### src/rtl/pmmv_pkg.sv
`timescale 1ns / 1ps
// Types, constants and the step program shared by the marimba voice modules.
package pmmv_pkg;

  // Operand selections for the shared multiplier.
  typedef enum logic [4:0] {
    M_NONE, M_W1, M_WA, M_SQ, M_S1, M_S2, M_S3, M_SW, M_MK, M_E0,
    M_NT1, M_NT2, M_RT, M_X0, M_X1, M_X2, M_ENV, M_ATT, M_OUT, M_PH
  } mul_t;

  // Write-back of the previous product.
  typedef enum logic [3:0] {
    WB_NONE, WB_Y, WB_Y16, WB_EX, WB_W1, WB_WA, WB_MACC, WB_MK, WB_S,
    WB_E0, WB_ENV, WB_ENVR, WB_PH
  } wb_t;

  // Which harmonic feeds the sine evaluation and its weight.
  typedef enum logic [2:0] {H_1, H_2, H_3, H_5, H_OUT} harm_t;

  typedef enum logic [0:0] {CFG_PHASE_STEP = 1'b0, CFG_VELOCITY = 1'b1} cfg_idx_t;

  typedef enum logic {CS_IDLE, CS_RUN} ctl_state_t;

  typedef struct packed {
    logic  load;
    logic  div_start;
    logic  out_load;
    wb_t   wb;
    mul_t  mul;
    harm_t harm;
  } cmd_t;

  typedef struct packed {
    logic div_done;
  } sts_t;

  localparam int unsigned STEP_BITS = 6;
  localparam logic [STEP_BITS-1:0] STEP_ATT  = 6'd44;
  localparam logic [STEP_BITS-1:0] STEP_LAST = 6'd54;
  localparam logic [4:0] DIV_STEPS = 5'd17;

  // Fixed-point constants.
  localparam logic [15:0] K_W_01   = 16'd6554;
  localparam logic [15:0] K_W_03   = 16'd19661;
  localparam logic [15:0] K_W_08   = 16'd52429;
  localparam logic [15:0] K_RAD    = 16'd10430;
  localparam logic [15:0] K_AMP    = 16'd26214;
  localparam logic [15:0] K_SLOW   = 16'd1891;
  localparam logic [15:0] K_ATT    = 16'd577;
  localparam logic [19:0] K_REL    = 20'd945481;
  localparam logic [15:0] K_SIN_A  = 16'd51459;
  localparam logic [15:0] K_SIN_B  = 16'd21060;
  localparam logic [15:0] K_SIN_C  = 16'd2369;
  localparam logic [15:0] K_EXP_A  = 16'd45347;
  localparam logic [15:0] K_EXP_B  = 16'd15372;
  localparam logic [15:0] K_EXP_C  = 16'd2793;

  // Step program: a step may write back the last product, start the next, or both.
  function automatic cmd_t prog_cmd(input logic [STEP_BITS-1:0] step);
    cmd_t c;
    c           = '0;
    c.wb        = WB_NONE;
    c.mul       = M_NONE;
    c.harm      = H_1;
    unique case (step) inside
      6'd0:                          c.mul = M_NT2;
      6'd1:                          c.wb  = WB_Y;
      6'd2, 6'd38, 6'd47:            c.mul = M_X0;
      6'd3, 6'd39, 6'd48:            c.mul = M_X1;
      6'd4, 6'd40, 6'd49:            c.mul = M_X2;
      6'd5, 6'd41, 6'd50:            c.wb  = WB_EX;
      6'd6: begin
        c.mul       = M_W1;
        c.div_start = 1'b1;
      end
      6'd7: begin
        c.wb  = WB_W1;
        c.mul = M_WA;
      end
      6'd8: begin
        c.wb   = WB_WA;
        c.mul  = M_SQ;
        c.harm = H_5;
      end
      6'd9, 6'd14, 6'd19, 6'd24, 6'd32:  c.mul = M_S1;
      6'd10, 6'd15, 6'd20, 6'd25, 6'd33: c.mul = M_S2;
      6'd11, 6'd16, 6'd21, 6'd26, 6'd34: c.mul = M_S3;
      6'd12: begin
        c.mul  = M_SW;
        c.harm = H_5;
      end
      6'd13: begin
        c.wb   = WB_MACC;
        c.mul  = M_SQ;
        c.harm = H_1;
      end
      6'd17: begin
        c.mul  = M_SW;
        c.harm = H_1;
      end
      6'd18: begin
        c.wb   = WB_MACC;
        c.mul  = M_SQ;
        c.harm = H_3;
      end
      6'd22: begin
        c.mul  = M_SW;
        c.harm = H_3;
      end
      6'd23: begin
        c.wb   = WB_MACC;
        c.mul  = M_SQ;
        c.harm = H_2;
      end
      6'd27: begin
        c.mul  = M_SW;
        c.harm = H_2;
      end
      6'd28:                         c.wb  = WB_MACC;
      6'd29:                         c.mul = M_MK;
      6'd30:                         c.wb  = WB_MK;
      6'd31: begin
        c.mul  = M_SQ;
        c.harm = H_OUT;
      end
      6'd35: begin
        c.wb  = WB_S;
        c.mul = M_E0;
      end
      6'd36: begin
        c.wb  = WB_E0;
        c.mul = M_NT1;
      end
      6'd37, 6'd46:                  c.wb  = WB_Y16;
      6'd42, 6'd51:                  c.mul = M_ENV;
      6'd43:                         c.wb  = WB_ENV;
      6'd44:                         c.mul = M_ATT;
      6'd45: begin
        c.wb  = WB_ENV;
        c.mul = M_RT;
      end
      6'd52: begin
        c.wb  = WB_ENVR;
        c.mul = M_PH;
      end
      6'd53: begin
        c.wb  = WB_PH;
        c.mul = M_OUT;
      end
      default: ;
    endcase
    return c;
  endfunction

endpackage

### src/rtl/pmmv_div.sv
`timescale 1ns / 1ps
// Restoring divider for the attack curve, one quotient bit per cycle.
module pmmv_div (
  input  logic        clk,
  input  logic        rst_n,
  input  logic        start,
  input  logic [16:0] ex,
  output logic [16:0] quo,
  output logic        done
);
  import pmmv_pkg::*;

  logic        busy_r;
  logic [4:0]  cnt_r;
  logic [17:0] rem_r;
  logic [16:0] num_r;
  logic [16:0] quo_r;
  logic [17:0] den_r;
  logic [32:0] num_nxt;
  logic [18:0] trial;
  logic        fits;

  // Numerator is (1 - e) in Q16 shifted up by 16; the quotient never exceeds 2^16.
  assign num_nxt = {17'(17'd65536 - ex), 16'd0};
  assign trial   = {rem_r, num_r[16]};
  assign fits    = trial >= {1'b0, den_r};

  always_ff @(posedge clk) begin
    if (!rst_n) begin
      busy_r <= 1'b0;
      cnt_r  <= '0;
    end else if (start) begin
      busy_r <= 1'b1;
      cnt_r  <= DIV_STEPS;
    end else if (busy_r) begin
      cnt_r <= cnt_r - 5'd1;
      if (cnt_r == 5'd1) begin
        busy_r <= 1'b0;
      end
    end
  end

  always_ff @(posedge clk) begin
    if (start) begin
      rem_r <= {2'b00, num_nxt[32:17]};
      num_r <= num_nxt[16:0];
      den_r <= 18'(18'd65536 + 18'(ex));
      quo_r <= '0;
    end else if (busy_r) begin
      rem_r <= fits ? 18'(trial - {1'b0, den_r}) : trial[17:0];
      num_r <= {num_r[15:0], 1'b0};
      quo_r <= {quo_r[15:0], fits};
    end
  end

  assign quo  = quo_r;
  assign done = !busy_r;

endmodule

### src/rtl/pmmv_dp.sv
`timescale 1ns / 1ps
// Datapath: phase accumulator, shared multiplier, sine, envelope and output register.
module pmmv_dp #(
  parameter int unsigned PHASE_BITS      = 32,
  parameter int unsigned SINE_TABLE_BITS = 10
) (
  input  logic                 clk,
  input  logic                 rst_n,
  input  pmmv_pkg::cmd_t       cmd,
  output pmmv_pkg::sts_t       sts,
  input  logic                 cfg_we,
  input  logic [0:0]           cfg_index,
  input  logic [30:0]          cfg_data,
  input  logic [15:0]          in_rate,
  input  logic [23:0]          in_note_time,
  input  logic                 in_released,
  input  logic [23:0]          in_release_time,
  input  logic [15:0]          in_knob_a,
  input  logic [15:0]          in_knob_b,
  output logic signed [15:0]   sample
);
  import pmmv_pkg::*;

  localparam logic [31:0] QMASK = ~((32'h1 << (32 - SINE_TABLE_BITS)) - 32'h1);
  localparam int unsigned SHR   = 62 - PHASE_BITS;

  logic [PHASE_BITS-1:0] acc_r;
  logic [30:0]           ps_r;
  logic [15:0]           vel_r;
  logic [15:0]           rate_r;
  logic [23:0]           nt_r;
  logic                  rel_r;
  logic [23:0]           rt_r;
  logic [15:0]           ka_r;
  logic [15:0]           kb_r;
  logic [31:0]           p_r;
  logic signed [52:0]    prod_r;
  logic [15:0]           sx_r;
  logic                  sneg_r;
  logic [15:0]           x2_r;
  logic [15:0]           w1_r;
  logic [15:0]           wa_r;
  logic signed [19:0]    m_r;
  logic [31:0]           mk_r;
  logic signed [15:0]    s_r;
  logic [33:0]           y_r;
  logic [16:0]           ex_r;
  logic [16:0]           env_r;
  logic signed [15:0]    sample_r;

  logic [31:0]           p_nxt;
  logic [31:0]           ang;
  logic [31:0]           sin_q;
  logic [15:0]           x0;
  logic [15:0]           sin_x;
  logic [16:0]           p15;
  logic [16:0]           p16;
  logic [14:0]           rc;
  logic signed [15:0]    s_now;
  logic [15:0]           wgt;
  logic signed [31:0]    mul_a;
  logic signed [20:0]    mul_b;
  logic signed [52:0]    prod_nxt;
  logic [17:0]           en;
  logic [16:0]           pm;
  logic [16:0]           ex_nxt;
  logic [62:0]           wide;
  logic [PHASE_BITS-1:0] adv;
  logic signed [36:0]    sh16;
  logic signed [15:0]    sat;
  logic [16:0]           quo;
  logic                  div_done;

  pmmv_div u_div (
    .clk   (clk),
    .rst_n (rst_n),
    .start (cmd.div_start),
    .ex    (ex_r),
    .quo   (quo),
    .done  (div_done)
  );

  assign sts.div_done = div_done;

  // Base phase as a 32-bit turn fraction.
  generate
    if (PHASE_BITS >= 32) begin : g_p_wide
      assign p_nxt = acc_r[PHASE_BITS-1 -: 32];
    end else begin : g_p_narrow
      assign p_nxt = {acc_r, {(32 - PHASE_BITS){1'b0}}};
    end
  endgenerate

  always_comb begin
    case (cmd.harm)
      H_1:     ang = p_r;
      H_2:     ang = {p_r[30:0], 1'b0};
      H_3:     ang = p_r + {p_r[30:0], 1'b0};
      H_5:     ang = p_r + {p_r[29:0], 2'b00};
      H_OUT:   ang = p_r + mk_r;
      default: ang = p_r;
    endcase
  end

  assign sin_q = ang & QMASK;
  assign x0    = {1'b0, sin_q[29:15]};
  assign sin_x = sin_q[30] ? 16'(17'd32768 - 17'(x0)) : x0;

  assign p15   = prod_r[31:15];
  assign p16   = prod_r[32:16];
  assign rc    = (p15 > 17'd32767) ? 15'h7FFF : p15[14:0];
  assign s_now = sneg_r ? -$signed({1'b0, rc}) : $signed({1'b0, rc});

  always_comb begin
    case (cmd.harm)
      H_5:     wgt = w1_r;
      H_1:     wgt = K_W_01;
      H_3:     wgt = wa_r;
      H_2:     wgt = kb_r;
      default: wgt = '0;
    endcase
  end

  always_comb begin
    mul_a = '0;
    mul_b = '0;
    case (cmd.mul)
      M_W1:  begin mul_a = 32'(K_W_03);                     mul_b = 21'(vel_r);      end
      M_WA:  begin mul_a = 32'(K_W_08);                     mul_b = 21'(ka_r);       end
      M_SQ:  begin mul_a = 32'(sin_x);                      mul_b = 21'(sin_x);      end
      M_S1:  begin mul_a = 32'(K_SIN_C);                    mul_b = 21'(p15);        end
      M_S2:  begin mul_a = 32'(16'(K_SIN_B - p15[15:0]));   mul_b = 21'(x2_r);       end
      M_S3:  begin mul_a = 32'(16'(K_SIN_A - p15[15:0]));   mul_b = 21'(sx_r);       end
      M_SW:  begin mul_a = 32'(s_now);                      mul_b = 21'(wgt);        end
      M_MK:  begin mul_a = 32'(m_r);                        mul_b = 21'(K_RAD);      end
      M_E0:  begin mul_a = 32'(K_AMP);                      mul_b = 21'(vel_r);      end
      M_NT1: begin mul_a = 32'(nt_r);                       mul_b = 21'(K_SLOW);     end
      M_NT2: begin mul_a = 32'(nt_r);                       mul_b = 21'(K_ATT);      end
      M_RT:  begin mul_a = 32'(rt_r);                       mul_b = 21'(K_REL);      end
      M_X0:  begin mul_a = 32'(K_EXP_C);                    mul_b = 21'(y_r[15:0]);  end
      M_X1:  begin mul_a = 32'(16'(K_EXP_B - p16[15:0]));   mul_b = 21'(y_r[15:0]);  end
      M_X2:  begin mul_a = 32'(16'(K_EXP_A - p16[15:0]));   mul_b = 21'(y_r[15:0]);  end
      M_ENV: begin mul_a = 32'(env_r);                      mul_b = 21'(ex_r);       end
      M_ATT: begin mul_a = 32'(env_r);                      mul_b = 21'(quo);        end
      M_OUT: begin mul_a = 32'(s_r);                        mul_b = 21'(env_r);      end
      M_PH:  begin mul_a = 32'(ps_r);                       mul_b = 21'(rate_r);     end
      default: ;
    endcase
  end

  assign prod_nxt = (cmd.mul == M_NONE) ? prod_r : 53'(mul_a) * 53'(mul_b);

  // 2^-y: polynomial in the fraction, shifted by the integer part.
  assign en     = y_r[33:16];
  assign pm     = 17'(17'd65536 - p16);
  assign ex_nxt = (en > 18'd16) ? 17'd0 : (pm >> en[4:0]);

  assign wide = {prod_r[46:0], 16'd0};
  assign adv  = wide[SHR +: PHASE_BITS];

  assign sh16 = prod_r[52:16];
  assign sat  = (sh16 > 37'sd32767)  ? 16'sh7FFF :
                (sh16 < -37'sd32768) ? 16'sh8000 : sh16[15:0];

  always_ff @(posedge clk) begin
    if (!rst_n) begin
      acc_r <= '0;
      ps_r  <= '0;
      vel_r <= '0;
    end else begin
      if (cfg_we) begin
        unique case (cfg_index)
          CFG_PHASE_STEP: ps_r  <= cfg_data;
          CFG_VELOCITY:   vel_r <= cfg_data[15:0];
        endcase
      end
      if (cmd.wb == WB_PH) begin
        acc_r <= acc_r + adv;
      end
    end
  end

  always_ff @(posedge clk) begin
    prod_r <= prod_nxt;
    if (cmd.load) begin
      rate_r <= in_rate;
      nt_r   <= in_note_time;
      rel_r  <= in_released;
      rt_r   <= in_release_time;
      ka_r   <= in_knob_a;
      kb_r   <= in_knob_b;
      p_r    <= p_nxt;
    end
    if (cmd.mul == M_SQ) begin
      sx_r   <= sin_x;
      sneg_r <= sin_q[31];
    end
    if (cmd.mul == M_S1) begin
      x2_r <= p15[15:0];
    end
    if (cmd.out_load) begin
      sample_r <= sat;
    end
    case (cmd.wb)
      WB_Y:    y_r   <= prod_r[33:0];
      WB_Y16:  y_r   <= prod_r[49:16];
      WB_EX:   ex_r  <= ex_nxt;
      WB_W1: begin
        w1_r <= 16'(K_W_01 + p16[15:0]);
        m_r  <= '0;
      end
      WB_WA:   wa_r  <= p16[15:0];
      WB_MACC: m_r   <= m_r + 20'(prod_r >>> 15);
      WB_MK:   mk_r  <= prod_r[31:0];
      WB_S:    s_r   <= s_now;
      WB_E0:   env_r <= p16;
      WB_ENV:  env_r <= p16;
      WB_ENVR: begin
        if (rel_r) begin
          env_r <= p16;
        end
      end
      default: ;
    endcase
  end

  assign sample = sample_r;

endmodule

### src/rtl/pmmv_ctrl.sv
`timescale 1ns / 1ps
// Controller: request handshake, step sequencer and output valid.
module pmmv_ctrl (
  input  logic           clk,
  input  logic           rst_n,
  input  logic           in_valid,
  output logic           in_stall,
  output logic           out_valid,
  input  logic           out_stall,
  input  pmmv_pkg::sts_t sts,
  output pmmv_pkg::cmd_t cmd
);
  import pmmv_pkg::*;

  ctl_state_t           state_r, state_nxt;
  logic [STEP_BITS-1:0] step_r, step_nxt;
  logic                 out_valid_r, out_valid_nxt;
  logic                 hold;

  always_ff @(posedge clk) begin
    if (!rst_n) begin
      state_r     <= CS_IDLE;
      step_r      <= '0;
      out_valid_r <= 1'b0;
    end else begin
      state_r     <= state_nxt;
      step_r      <= step_nxt;
      out_valid_r <= out_valid_nxt;
    end
  end

  assign hold = ((step_r == STEP_ATT) && !sts.div_done) ||
                ((step_r == STEP_LAST) && out_valid_r && out_stall);

  always_comb begin
    state_nxt = state_r;
    step_nxt  = step_r;
    cmd       = prog_cmd(step_r);
    in_stall  = 1'b1;
    unique case (state_r)
      CS_IDLE: begin
        cmd      = prog_cmd(STEP_LAST);
        in_stall = 1'b0;
        cmd.load = in_valid;
        if (in_valid) begin
          state_nxt = CS_RUN;
          step_nxt  = '0;
        end
      end
      CS_RUN: begin
        if (!hold) begin
          if (step_r == STEP_LAST) begin
            cmd.out_load = 1'b1;
            state_nxt    = CS_IDLE;
          end else begin
            step_nxt = step_r + 6'd1;
          end
        end
      end
      default: state_nxt = CS_IDLE;
    endcase
    out_valid_nxt = cmd.out_load || (out_valid_r && out_stall);
  end

  assign out_valid = out_valid_r;

endmodule

### src/rtl/phase_modulated_marimba_voice_top.sv
`timescale 1ns / 1ps
// Top level of the phase-modulated marimba voice.
//
//   Channel  Direction  Handshake             Payload
//   in_      request in in_valid / in_stall   rate, note_time, released, release_time,
//                                             knob_a, knob_b
//   out_     request out out_valid / out_stall sample (signed Q1.15)
//   cfg_     write      cfg_we                cfg_index, cfg_data
//
// Each request passes from acceptance to the next acceptance through the idle
// state and 55 sequencer steps, all paced by the single shared 32 x 21 multiplier.
// The attack divider runs alongside the sine steps and is long finished when needed.
// Reset is synchronous and active low; it clears the phase accumulator, both
// configuration registers and the handshake state.
// A finished sample sits in the output register while the next request is taken;
// only when the following sample is ready and the first still stalls does the
// sequencer wait on its final step.
module phase_modulated_marimba_voice_top #(
  parameter int unsigned PHASE_BITS      = 32,
  parameter int unsigned SINE_TABLE_BITS = 10
) (
  input  logic               clk,
  input  logic               rst_n,
  input  logic               in_valid,
  output logic               in_stall,
  input  logic [15:0]        in_rate,
  input  logic [23:0]        in_note_time,
  input  logic               in_released,
  input  logic [23:0]        in_release_time,
  input  logic [15:0]        in_knob_a,
  input  logic [15:0]        in_knob_b,
  output logic               out_valid,
  input  logic               out_stall,
  output logic signed [15:0] out_sample,
  input  logic               cfg_we,
  input  logic [0:0]         cfg_index,
  input  logic [30:0]        cfg_data
);
  import pmmv_pkg::*;

  cmd_t cmd;
  sts_t sts;

  // The controller walks the step program and owns both handshakes.
  pmmv_ctrl u_ctrl (
    .clk       (clk),
    .rst_n     (rst_n),
    .in_valid  (in_valid),
    .in_stall  (in_stall),
    .out_valid (out_valid),
    .out_stall (out_stall),
    .sts       (sts),
    .cmd       (cmd)
  );

  // The datapath holds all arithmetic state, including the output register.
  pmmv_dp #(
    .PHASE_BITS      (PHASE_BITS),
    .SINE_TABLE_BITS (SINE_TABLE_BITS)
  ) u_dp (
    .clk             (clk),
    .rst_n           (rst_n),
    .cmd             (cmd),
    .sts             (sts),
    .cfg_we          (cfg_we),
    .cfg_index       (cfg_index),
    .cfg_data        (cfg_data),
    .in_rate         (in_rate),
    .in_note_time    (in_note_time),
    .in_released     (in_released),
    .in_release_time (in_release_time),
    .in_knob_a       (in_knob_a),
    .in_knob_b       (in_knob_b),
    .sample          (out_sample)
  );

  // Once a request is taken the block is busy for at least the next cycle.
  a_busy_after_accept: assert property (@(posedge clk) disable iff (!rst_n)
    (in_valid && !in_stall) |=> in_stall)
    else $error("request accepted while a previous one is in progress");

  // The attack multiply must not be passed while the divider is still working.
  a_att_waits: assert property (@(posedge clk) disable iff (!rst_n)
    (cmd.mul == M_ATT && !sts.div_done) |=> (cmd.mul == M_ATT))
    else $error("attack step left before the division finished");

  // A new sample never overwrites one still waiting to be taken.
  a_no_overwrite: assert property (@(posedge clk) disable iff (!rst_n)
    cmd.out_load |-> !(out_valid && out_stall))
    else $error("output register loaded while its sample is stalled");

  // Starting the divider makes it busy on the following cycle.
  a_div_busy: assert property (@(posedge clk) disable iff (!rst_n)
    cmd.div_start |=> !sts.div_done)
    else $error("divider did not start");

endmodule

### config.mk
export PLATFORM = sky130hd
export DESIGN_NAME = phase_modulated_marimba_voice_top
export DESIGN_NICKNAME = d
export VERILOG_FILES = /design/src/rtl/pmmv_pkg.sv /design/src/rtl/pmmv_div.sv /design/src/rtl/pmmv_dp.sv /design/src/rtl/pmmv_ctrl.sv /design/src/rtl/phase_modulated_marimba_voice_top.sv
export SDC_FILE = /design/constraint.sdc
export NUM_CORES = 2
export LEC_CHECK = 0
export BUFFER_PORTS_ARGS = -buffer_cell sky130_fd_sc_hd__buf_4
export CAP_MARGIN = 30
export CORE_MARGIN = 10
export CORE_UTILIZATION = 60
export DETAILED_ROUTE_END_ITERATION = 10
export GPL_TIMING_DRIVEN = 0
export PLACE_DENSITY_LB_ADDON = 0.12
export SLEW_MARGIN = 20
export SYNTH_ARGS = -nofsm -noshare
export SYNTH_HDL_FRONTEND = slang
export SYNTH_SLANG_ARGS = --single-unit
### constraint.sdc
create_clock -name clk -period 33.2 [get_ports clk]
set_input_delay 1.66 -clock clk [delete_from_list [all_inputs] [get_ports clk]]
set_output_delay 1.66 -clock clk [all_outputs]
set_load 0.01 [all_outputs]
==> implementation parameters <==
Parameter                              Value

Route
  Number of design-rule violations left by the first detailed-router iteration    6318
  DRT antenna net count    0
  Wire length reported by the detailed router    about 200000 um
  Detail-routed via count per cell    6.42
  Overall via count from detail_route    45100
  Total DRC errors in the routed layout    0
  Number of iterations in the first detailed-routing pass    9
  Routed WL per cell    28.8 um

Die
  Core Area    88500 um2
  Floorplan die height    319 um
  Die Span X    319 um
  Std cell rows    ~110
  Number of I/O pins    152
  Initial Util    0.606
  Total Die Area    102000 um2

Clocking
  Post-CTS Repair Setup Buffers    0
  Number of H-tree branching levels    2
  Longest Clk Path Bufs    3
  Root buffer cell    sky130_fd_sc_hd__clkbuf_16
  Clock slew at the register clock pins of the worst setup and hold paths    0.06 ns
  Total clock sinks    539
  Clock Latency Late Sink    0.71 ns
  Num CTS Buffers    60
  CTS tree    done
  Hold-fix buffers, CTS    0
  Count of cells resized by post-cts repair    0

STA
  Unrepaired setup endpoints after global routing    no
  Hold Violations, Final    0
  Final critical-path share of the clock period    0.437
  Worst-Margin Slew    roughly 1.2 ns
  Relative slew margins    0.198
  Maximum operating frequency    a little under 70 MHz
  Total setup violations reported at the end of the flow    0
  Total negative slack for setup checks    0 ns
  Number of slew-limit violations in the final report    0
  Smallest hold slack    0.462 ns
  Post-layout min period    approximately 15 ns
  Clock tree skew after final layout    0.0550 ns

Yosys
  Asr flop ratio synth    0
  Register area share after synthesis    0.281
  Cell type with the largest total area after synthesis    sky130_fd_sc_hd__edfxtp_1
  Leading post-synthesis cells by cell area    sky130_fd_sc_hd__edfxtp_1, sky130_fd_sc_hd__fa_1, sky130_fd_sc_hd__ha_1, sky130_fd_sc_hd__inv_1, sky130_fd_sc_hd__nand2_1
  Dominant cell by count in the synthesized netlist    sky130_fd_sc_hd__inv_1
  Ranking of synthesized cells by instance count    sky130_fd_sc_hd__inv_1, sky130_fd_sc_hd__nand2_1, sky130_fd_sc_hd__fa_1
  Number of distinct standard cells referenced by the synthesized netlist    104
  Post-Synthesis Cells    about 5500
  Number of enable flip-flop cells after synthesis    427
  Flop and latch count out of synthesis    around 540
  Mapped Area    53700 um2
  Yosys top cell area share    0.239
  Predominant post-synthesis flop cell    sky130_fd_sc_hd__edfxtp_1
  Average cell area after synthesis    9.72 um2
  Number of warnings reported in the yosys synthesis log    0

Worst setup path
  Largest stage delay on the critical path    0.89 ns
  Data required time at the worst endpoint    33.62 ns
  Worst-path cell with the longest stage delay    sky130_fd_sc_hd__xnor2_1
  Category of the worst setup path capture point    flip-flop
  Top fanout value on the critical path    10
  Data arrival time at the worst-slack endpoint    14.93 ns
  Crit path top cell by count    sky130_fd_sc_hd__fa_1
  Reg-to-reg setup timing slack    around 19 ns
  Reg-to-reg critical path endpoint    u_dp.prod_r[52]$_DFFE_PP_
  Reg2Reg Launch Point    u_ctrl.step_r[0]$_SDFFE_PN0P_
  Worst Reg2Reg Path Length in Cells    40
  Critical path class    reg -> reg
  Startpoint type of the worst setup path    flip-flop

GRT
  Number of antenna violations at the first check in global routing    17
  Overall fraction of global-route tracks in use    0.392
  Wire length of the first global-routing pass    295000 um
  Sum of overflow across all layers after global routing    0
  Via count of the first global-routing pass    45100
  Pin count of the biggest net entering global routing    80

Cells and area
  Fill cell total of the finished layout    slightly above 7000
  Multi-input gate area in the final layout    about 35000 um2
  Layout net count    6872
  Area taken by flip-flops and latches    between 15000 and 20000 um2
  Synthesis-to-finish area growth    9.91%
  Share of cells above drive strength 1    0.0958

Placed design
  Count of port buffers added during placement    150
  Routability Congestion    approximately 1.0
  Half-perimeter wire length after placement    162000 um

Hold path
  Worst hold path endpoint    u_dp.p_r[12]$_DFFE_PP_
  Path type of the worst min-delay path    reg -> reg
  Number of instances on the worst hold path    0
  Origin of the worst min-delay path    u_dp.acc_r[12]$_SDFFE_PN0N_

Power
  Maximum vdd drop    0.0417 mV
  Power per cell area    36.3 nW/um2
  LEAKAGE    about 0.026 uW

Job
  MaxCap Viol Count    0

Outcome
  Result of the run    finished clean
## metrics by stage
stage | util | instance area (um2) | total power (uW) | worst slack, ns | instances
2_1_floorplan | - | 53700 | 1170 | 22.30 | 5544
3_3_place_gp | 0.636 | 56300 | 1390 | 18.59 | 6859
3_5_place_dp | 0.641 | 56800 | 1400 | 19.23 | 6889
4_1_cts | 0.665 | 58900 | 2120 | 19.18 | 7003
5_1_grt | 0.666 | 58900 | 2210 | 18.31 | 7010
6_report | 0.666 | 59000 | 2140 | 18.69 | 7020
## kinds of logic after synthesis
| kind of cell | synth area share |
|---|---|
| multiplexers | 0.0218 |
| other | 0.000140 |
| adder cells (fa/ha/maj) | 0.310 |
| AO/OA/AOI/OAI | 0.128 |
| AND/OR/NAND/NOR | 0.147 |
| XOR/XNOR | 0.0333 |
| flip-flops | 0.281 |
| buffers and inverters | 0.0791 |
## flip-flops by register name (all words and copies together), names as in the netlist, 24 cells and up
name	cells
u_dp.mk_r	32
u_dp.prod_r	53
u_dp.p_r	32
u_dp.acc_r	32
u_dp.ps_r	31
u_dp.nt_r	24
u_dp.rt_r	24
u_dp.y_r	34
## metal layers
metal  routed length, um  share of wire  GRT usage
met5                  63        0.00031          0
met4               16100          0.080      0.252
met3               25200           0.12      0.109
met2               88100           0.44      0.596
met1               72900           0.36      0.492
## critical path, delay by kind of cell (launching register included)
kind                       cells  cell delay [ns]
AOI/OAI and AO/OA             14             5.30
adders and majority gates      9             4.13
buffers and inverters          9             1.71
and+or+nand+nor                6             1.71
xor gates and xnor gates       2             1.02
DFF                            1             0.36
## cell usage in the layout (no fill, tap or decap), drive strengths merged, types with 79 or more instances in the layout
cell,instances
dfxtp,112
edfxtp,427
fa,637
a21o,79
ha,310
buf,328
a21oi,228
and2,96
inv,814
clkbuf,187
xnor2,124
o21ai,187
xor2,80
nor2,354
nand2,698
## area by class of cell
| class | count | share of cell area |
|---|---|---|
| multi-input cells | 3942 | 0.585 |
| flip-flops and latches | 539 | 0.255 |
| inverters | 806 | 0.0515 |
| clock buffers | 73 | 0.0279 |
| repair buffers | 185 | 0.0262 |
| well taps | 1165 | 0.0247 |
| plain buffers | 257 | 0.0207 |
| clock inverters | 41 | 0.00789 |
| diodes | 12 | 0.000509 |
## report_power, final
| part | internal (uW) | total, uW | switching (uW) |
|---|---|---|---|
| clock network | 418 | 725 | 307 |
| logic | 205 | 598 | 393 |
| registers | 767 | 817 | 50.0 |
## worst max-delay path by stage
stage | endpoint | cells past startpoint | from
6_report | u_dp.prod_r[52]$_DFFE_PP_ | 40 | u_ctrl.step_r[0]$_SDFFE_PN0P_
5_1_grt | u_dp.prod_r[52]$_DFFE_PP_ | 42 | u_dp.prod_r[29]$_DFFE_PP_
4_1_cts | u_dp.prod_r[52]$_DFFE_PP_ | 42 | u_dp.prod_r[29]$_DFFE_PP_
3_5_place_dp | u_dp.prod_r[52]$_DFFE_PP_ | 42 | u_dp.prod_r[29]$_DFFE_PP_
3_3_place_gp | u_dp.prod_r[52]$_DFFE_PP_ | 40 | u_ctrl.step_r[0]$_SDFFE_PN0P_
2_1_floorplan | u_dp.prod_r[52]$_DFFE_PP_ | 38 | u_ctrl.step_r[0]$_SDFFE_PN0P_
(Power assumes the default switching activity.)
